--- src/dvfc_pkg.sv ---
`timescale 1ns / 1ps

package dvfc_pkg;

    localparam int TABLE_DEPTH = 64;
    localparam int COUNT_WIDTH = 16;
    localparam int VALUE_WIDTH = 32;
    localparam int OCC_WIDTH   = 16;

    localparam int IDX_W = (TABLE_DEPTH > 1) ? $clog2(TABLE_DEPTH) : 1;
    localparam int CNT_W = $clog2(TABLE_DEPTH + 1);

    // Depth of the item queue in front and of the result queue at the back.
    localparam int IQ_DEPTH = 4;
    localparam int IQ_PTR_W = $clog2(IQ_DEPTH);
    localparam int IQ_CNT_W = $clog2(IQ_DEPTH + 1);
    localparam int OQ_DEPTH = 4;
    localparam int OQ_PTR_W = $clog2(OQ_DEPTH);
    localparam int OQ_CNT_W = $clog2(OQ_DEPTH + 1);

    typedef logic [VALUE_WIDTH-1:0] t_value;
    typedef logic [COUNT_WIDTH-1:0] t_count;
    typedef logic [OCC_WIDTH-1:0]   t_occ;
    typedef logic [IDX_W-1:0]       t_idx;
    typedef logic [CNT_W-1:0]       t_used;

    typedef struct packed {
        t_value value;
        logic   last;
    } t_item;

    typedef struct packed {
        t_value value;
        t_count count;
    } t_entry;

    typedef struct packed {
        t_value value;
        t_occ   occ;
        logic   overflow;
        logic   final_entry;
    } t_result;

    // Requests from the back end to the value match cells.
    typedef struct packed {
        logic   cmp_en;
        t_value cmp_value;
        logic   wr_en;
        t_idx   wr_idx;
        t_value wr_value;
        logic   clear;
    } t_cam_req;

    typedef struct packed {
        logic hit;
        t_idx idx;
    } t_cam_rsp;

endpackage

--- src/dvfc_front.sv ---
`timescale 1ns / 1ps

module dvfc_front (
    input  logic                i_clk,
    input  logic                i_rst_n,
    input  logic                i_push,
    input  dvfc_pkg::t_value    i_value,
    input  logic                i_last,
    output logic                o_full,
    output dvfc_pkg::t_item     o_head,
    output logic                o_head_valid,
    input  logic                i_head_pop
);
    import dvfc_pkg::*;

    t_item               r_q [IQ_DEPTH];
    logic [IQ_PTR_W-1:0] r_wr_ptr;
    logic [IQ_PTR_W-1:0] r_rd_ptr;
    logic [IQ_CNT_W-1:0] r_cnt;
    logic [IQ_PTR_W-1:0] n_wr_ptr;
    logic [IQ_PTR_W-1:0] n_rd_ptr;
    logic [IQ_CNT_W-1:0] n_cnt;
    logic                w_push;
    logic                w_pop;

    assign o_full       = (r_cnt == IQ_CNT_W'(IQ_DEPTH));
    assign o_head_valid = (r_cnt != '0);
    assign o_head       = r_q[r_rd_ptr];
    assign w_push       = i_push && !o_full;
    assign w_pop        = i_head_pop && o_head_valid;

    always_comb begin
        n_wr_ptr = r_wr_ptr;
        n_rd_ptr = r_rd_ptr;
        n_cnt    = r_cnt;
        if (w_push) begin
            n_wr_ptr = (r_wr_ptr == IQ_PTR_W'(IQ_DEPTH - 1)) ? '0 : r_wr_ptr + 1'b1;
        end
        if (w_pop) begin
            n_rd_ptr = (r_rd_ptr == IQ_PTR_W'(IQ_DEPTH - 1)) ? '0 : r_rd_ptr + 1'b1;
        end
        if (w_push && !w_pop) begin
            n_cnt = r_cnt + 1'b1;
        end else if (w_pop && !w_push) begin
            n_cnt = r_cnt - 1'b1;
        end
    end

    always_ff @(posedge i_clk) begin
        if (!i_rst_n) begin
            r_wr_ptr <= '0;
            r_rd_ptr <= '0;
            r_cnt    <= '0;
        end else begin
            r_wr_ptr <= n_wr_ptr;
            r_rd_ptr <= n_rd_ptr;
            r_cnt    <= n_cnt;
        end
    end

    always_ff @(posedge i_clk) begin
        if (w_push) begin
            r_q[r_wr_ptr] <= '{value: i_value, last: i_last};
        end
    end

endmodule

--- config.mk ---
export PLATFORM = sky130hd
export DESIGN_NAME = dvfc_front
export DESIGN_NICKNAME = d
export VERILOG_FILES = /design/src/dvfc_pkg.sv /design/src/dvfc_front.sv
export SDC_FILE = /design/constraint.sdc
export NUM_CORES = 1
export LEC_CHECK = 0
export BUFFER_PORTS_ARGS = -buffer_cell sky130_fd_sc_hd__clkbuf_2
export CORE_MARGIN = 2
export CORE_UTILIZATION = 57
export DETAILED_ROUTE_END_ITERATION = 16
export PLACE_DENSITY_LB_ADDON = 0.15
export SYNTH_ARGS = -nofsm -noshare
export SYNTH_HDL_FRONTEND = slang
export SYNTH_SLANG_ARGS = --single-unit
--- constraint.sdc ---
create_clock -name i_clk -period 2.4 [get_ports i_clk]
set_input_delay 0.12 -clock i_clk [delete_from_list [all_inputs] [get_ports i_clk]]
set_output_delay 0.12 -clock i_clk [all_outputs]
set_load 0.005 [all_outputs]
==> flow_summary.yaml, run 1 <==
run_status:
  status: "finished, final reports clean"
synth:
  synth.largest_area_cell: "edfxtp_1"
  async_reset_ff_share_pct: 0
  synthesis.area_um2: 5290
  synth_top_area_share_pct: 74.9
  ys_types: 24
  synth.ff_latch_count: 141
  yosysWarnings: 0
  syn_inst: 224
  synth-seq-area-share_pct: 78.3
  synth-edff-count: 132
  ys.flop_type: "edfxtp_1"
  synth_top_cells_by_area: "edfxtp_1, mux4_2, dfxtp_1"
  syn_area_per_cell_um2: 23.6
  syn-num-nets: 268
cells_and_area:
  fill_cells: 543
  regArea_um2: 4150
  multiInputGateArea_um2: 1040
  final_layout_size_suffix_gt1_share_pct: 41.9
  postLayoutCellArea_um2: 6720
  area_growth_pct: 27.1
  final_nets: 394
  antennaDiodeCount: 0
  final_common_cell: "edfxtp_1"
  final_cell_mix: "edfxtp_1, clkbuf_2, dlygate4sd3_1"
critical_path:
  crit_required_ps: 2830
  ff2ff_setup_slack_ps: 210
  cp-end-kind: "flip-flop"
  critPathKind: "reg -> reg"
  worstPathArrival_ps: 2620
  start_kind: "flip-flop"
  path_max_fanout: 5
sta:
  post-route-period-util_pct: 91.3
  worst_pin_slew_ps: 423
  relSlewSlack_pct: 71.8
  clock.fmax_ghz: 0.456
  period_needed_ps: 2190
  setup_violations: 0
  slew_violations: 0
  skew_ps: 5.88
  fin_setup_tns_ps: 0
  hold_viol_final: 0
  rsz0062_at_grt: "no"
die:
  dieHeight_um: 100
  die_x_um: 100
  initial_utilization_pct: 58.1
  rows: 35
  ios: 72
  die_area_um2: 10100
  core_area_um2: 9110
global_route:
  overflow: 0
  track_usage_pct: 19.1
  grt_pass1_vias: 2656
  grt_max_degree: 29
  antenna_found_initial: 0
  grt_pass1_wl_um: 13900
placed_design:
  post_dp_cell_area_um2: 5830
  dp_hpwl_um: 5220
  port_buffers: 71
  routabilityCongestion: 0.776
detailed_routing:
  post_drt_wl_per_cell_um: 18.6
  vias: 2558
  ant_nets: 0
  drtIter0Drc: 108
  dr.pass1.iters: 4
  drc_errors: 0
  drt_wl_total_um: 8830
  via_per_inst: 5.40
clock_tree:
  cts_tree: "yes"
  htree_levels: 4
  clkTransAtPathRegs_ps: 60
  cts_buffers: 17
  cts_setup_buffers: 0
  clock_sinks: 141
  clk_latency_ps: 510
  root_buffer: "clkbuf_8"
  cts.path.max_buffers: 2
hold_path:
  min_path_type: "in -> reg"
power:
  p_per_area_nw_per_um2: 1030
  irDropWorstVdd_uv: 546
  power.leakage_nw: 2.39
  power_w: 0.00690
flow_run:
  drv_cap: 0
-- cell usage after synthesis, types with 3 or more instances --
master and instances:
ha_1 6, nand2_1 6, dfxtp_1 9, and2_1 5
buf_2 4, mux4_2 30, o21ai_0 3, edfxtp_1 132
inv_1 3, mux4_1 3, buf_12 3, mux2i_1 3
-- where the power goes --
group / internal, W / leakage (nW) / switching (W)
clock: 0.00139 / 0.262 / 0.000990
sequential: 0.00300 / 1.28 / 0.000107
combinational: 0.000766 / 0.838 / 0.000657
-- layout make-up --
cell class / instances / area share, %
Clock buffer: 17 / 6.16
Clock inverter: 15 / 2.03
Inverter: 3 / 0.167
Multi-Input combinational cell: 70 / 15.5
Sequential cell: 141 / 61.7
Tap cell: 111 / 2.07
Timing Repair Buffer: 117 / 12.4
-- registers in the layout, indices dropped and copies added, names as in the netlist, named ones only --
name and cells:
r_cnt 3, r_wr_ptr 2, r_rd_ptr 2, r_q 132
-- stage by stage --
step	hold slack, ps	util (%)	cells	setup WS [ps]
3_3_place_gp	336	64.0	408	406
5_1_grt	73.4	73.8	474	87.2
4_1_cts	43.6	73.8	474	208
3_5_place_dp	339	64.0	408	208
2_1_floorplan	219	-	224	291
6_report	66.6	73.8	474	208
-- repair_timing --
| action | CTS | global route |
|---|---|---|
| gates resized for setup | 0 | 0 |
| endpoints found under the hold margin | 141 | 0 |
| hold buffers | 34 | 0 |
-- kinds of logic (layout without fill, tap and decap cells) --
family,Yosys count,in the layout,synth area share (%)
AOI/OAI and AO/OA,5,5,0.568
xor gates and xnor gates,2,2,0.331
adders and majority gates,7,7,1.80
buffers and inverters,13,152,2.08
DFF,141,141,78.3
muxes,36,36,14.8
and+or+nand+nor,20,20,2.06
-- critical path, cell delays in order (launching register included) --
cell      delay, ps
dfxtp_1         370
o31ai_1         370
ha_1            260
inv_1            60
fa_1            370
xor2_1          180
or3_1           310
a21boi_0        190
-- metal layers --
metal	up-vias	GRT usage (%)	share of wire, %
met5	-	0	0
met2	57	31.3	52
met3	10	5.43	3.6
met1	1303	24.4	43
li1	1188	-	-
met4	0	7.38	1.2
-- worst paths after layout --
kind | depth (start not counted) | end | start
setup / recovery | 7 | r_cnt[2] | r_cnt[0]
hold / removal | 4 | flip-flop | i_head_pop
setup reg to reg | 7 | r_cnt[2] | r_cnt[0]
hold reg to reg | 2 | r_wr_ptr[1] | r_wr_ptr[1]
No activity file was read; power rests on OpenSTA's default activity.
==> inputs of run 2 (changes only) <==
--- a/config.mk
+++ b/config.mk
@@ -10,6 +10,7 @@
 export CORE_UTILIZATION = 57
 export DETAILED_ROUTE_END_ITERATION = 16
 export PLACE_DENSITY_LB_ADDON = 0.15
+export RECOVER_POWER = 100
 export SYNTH_ARGS = -nofsm -noshare
 export SYNTH_HDL_FRONTEND = slang
 export SYNTH_SLANG_ARGS = --single-unit
==> run 2 against run 1 <==
  * Clock power hardly changed
  * Power is 0.88% lower
  * Fmax is 1.6% higher
  * Critical path depth stayed put
  * Global-route usage stayed put
  * Hold slack better by 45 ps
  * Non-clock buffer count stayed put
  * Critical endpoint unchanged
==> flow_summary.yaml, run 2 (synthesis gave the netlist of run 1 again) <==
global_route:
  antenna_found_initial: 0
  gr-usage-met1_pct: 24.4
  grt_pass1_vias: 2656
  grt_util_met3_pct: 5.43
  overflow: 0
  grt-busiest-layer: "met2"
  track_usage_pct: 19.1
  use_met2_pct: 31.3
  grt_max_degree: 29
  grt_pass1_wl_um: 13900
critical_path:
  start_kind: "flip-flop"
  critPathMaxStageDelay_ps: 370
  worstPathArrival_ps: 2590
  path_max_fanout: 5
  crit_required_ps: 2830
  startpoint: "r_cnt[0]"
  critPathKind: "reg -> reg"
  crit_path_top_delay_cell: "dfxtp_1"
  crit_family: "adder cells"
  r2r-end: "r_cnt[2]"
  reg2regPathDepth: 7
  path_buf_inv: 1
  crit_chain: "o31ai_1 > ha_1 > inv_1 > fa_1 > xor2_1 > or3_1 > a21boi_0"
  path_depth: 7
  ff2ff_setup_slack_ps: 240
  crit_path_end: "r_cnt[2]"
  cp-end-kind: "flip-flop"
  timing.rr.start: "r_cnt[0]"
hold_path:
  min_path_type: "in -> reg"
cells_and_area:
  area_growth_pct: 25.1
  top_register: "r_q"
  final_nets: 394
  final_cell_mix: "edfxtp_1, clkbuf_1, dlygate4sd3_1"
  fill_cells: 586
  regArea_um2: 4150
  final_layout_size_suffix_gt1_share_pct: 26.2
  largest_register_ffs: 132
  final_common_cell: "edfxtp_1"
  antennaDiodeCount: 0
  reg.largest.list: "r_q (132), r_cnt (3)"
  multiInputGateArea_um2: 1040
  postLayoutCellArea_um2: 6620
sta:
  setup_violations: 0
  relSlewSlack_pct: 60.6
  hold_viol_final: 0
  fin_setup_tns_ps: 0
  period_needed_ps: 2160
  clock.fmax_ghz: 0.464
  slew_violations: 0
  post-route-period-util_pct: 89.9
  skew_ps: 5.74
  rsz0062_at_grt: "no"
  worst_pin_slew_ps: 591
placed_design:
  post_dp_cell_area_um2: 5830
  routabilityCongestion: 0.776
  dp_hpwl_um: 5220
  port_buffers: 71
detailed_routing:
  drt_wl_total_um: 8920
  vias: 2590
  drc_errors: 0
  post_drt_wl_per_cell_um: 18.8
  drtIter0Drc: 99
  via_per_inst: 5.46
  ant_nets: 0
  dr.pass1.iters: 4
clock_tree:
  cts_setup_buffers: 0
  cts_resized: 0
  clk_latency_ps: 520
  clkTransAtPathRegs_ps: 60
  clock_sinks: 141
  cts.path.max_buffers: 2
  htree_levels: 4
  cts_tree: "yes"
  root_buffer: "clkbuf_8"
  cts_buffers: 17
die:
  die_x_um: 100
  rows: 35
  ios: 72
  dieHeight_um: 100
  core_area_um2: 9110
  die_area_um2: 10100
  initial_utilization_pct: 58.1
flow_run:
  drv_cap: 0
run_status:
  status: "finished, final reports clean"
power:
  power.leakage_nw: 2.21
  p_per_area_nw_per_um2: 1030
  irDropWorstVdd_uv: 522
==> run 2: cell count changes in the layout (fill, tap and decap cells not counted) <==
cell and change:
clkbuf_1 +55, clkbuf_2 -48, buf_4 -8, clkbuf_4 +2, buf_12 -1, dfxtp_1 +1
dfxtp_2 -1, nor3b_1 +1, nor3b_2 -1
==> run 2: what timing repair did <==
item / in CTS / in global routing
endpoints found under the setup margin: 0 / 0
hold buffers: 34 / 0
endpoints found under the hold margin: 141 / 0
==> run 2: how the worst min path moves through the flow <==
stage / start / end / slack (ps) / cells after the start
after floorplan: i_last / r_q[0][0] / 220 / 0
after global placement: i_value[10] / r_q[2][11] / 340 / 1
after detailed placement: i_value[2] / r_q[2][3] / 340 / 1
after CTS: i_head_pop / flip-flop / 40 / 4
after global routing: i_head_pop / flip-flop / 160 / 4
final: i_head_pop / r_rd_ptr[0] / 110 / 4
==> run 2: through the flow <==
| stage | hold slack, ps | power [W] | util, % | instances | setup WS [ps] |
|---|---|---|---|---|---|
| global route | 157 | 0.00715 | 72.7 | 474 | 58.9 |
| finish | 112 | 0.00684 | 72.7 | 474 | 243 |
| global placement | 336 | 0.00452 | 64.0 | 408 | 406 |
| CTS | 43.6 | 0.00699 | 73.8 | 474 | 208 |
| detailed placement | 339 | 0.00456 | 64.0 | 408 | 208 |
| floorplan | 219 | 0.00407 | - | 224 | 291 |
==> run 2: final cells by class <==
cell class / count / share of cell area, %
Multi-Input combinational cell: 70 / 15.7
Clock buffer: 17 / 6.26
Sequential cell: 141 / 62.6
Clock inverter: 15 / 2.06
Inverter: 3 / 0.170
Tap cell: 111 / 2.10
Timing Repair Buffer: 117 / 11.1
==> run 2: where the power goes <==
group | internal, W | switching (W)
Clock | 0.00139 | 0.000997
Sequential | 0.00300 | 0.000105
Combinational | 0.000699 | 0.000657
==> run 2: worst register-to-register path: cells and delay by family, from the launching register on <==
family	cells	cell delay, ps
xor gates and xnor gates	1	180
AOI/OAI and AO/OA	2	530
DFF	1	370
adders and majority gates	2	630
and+or+nand+nor	1	310
buffers and inverters	1	60
==> run 2: per-layer routing <==
metal	up-vias	share of wire [%]	routed length [um]
met1	1318	43	3820
met3	13	4.7	421
met5	-	0	0
met4	0	1.3	116
li1	1186	-	-
met2	73	51	4570
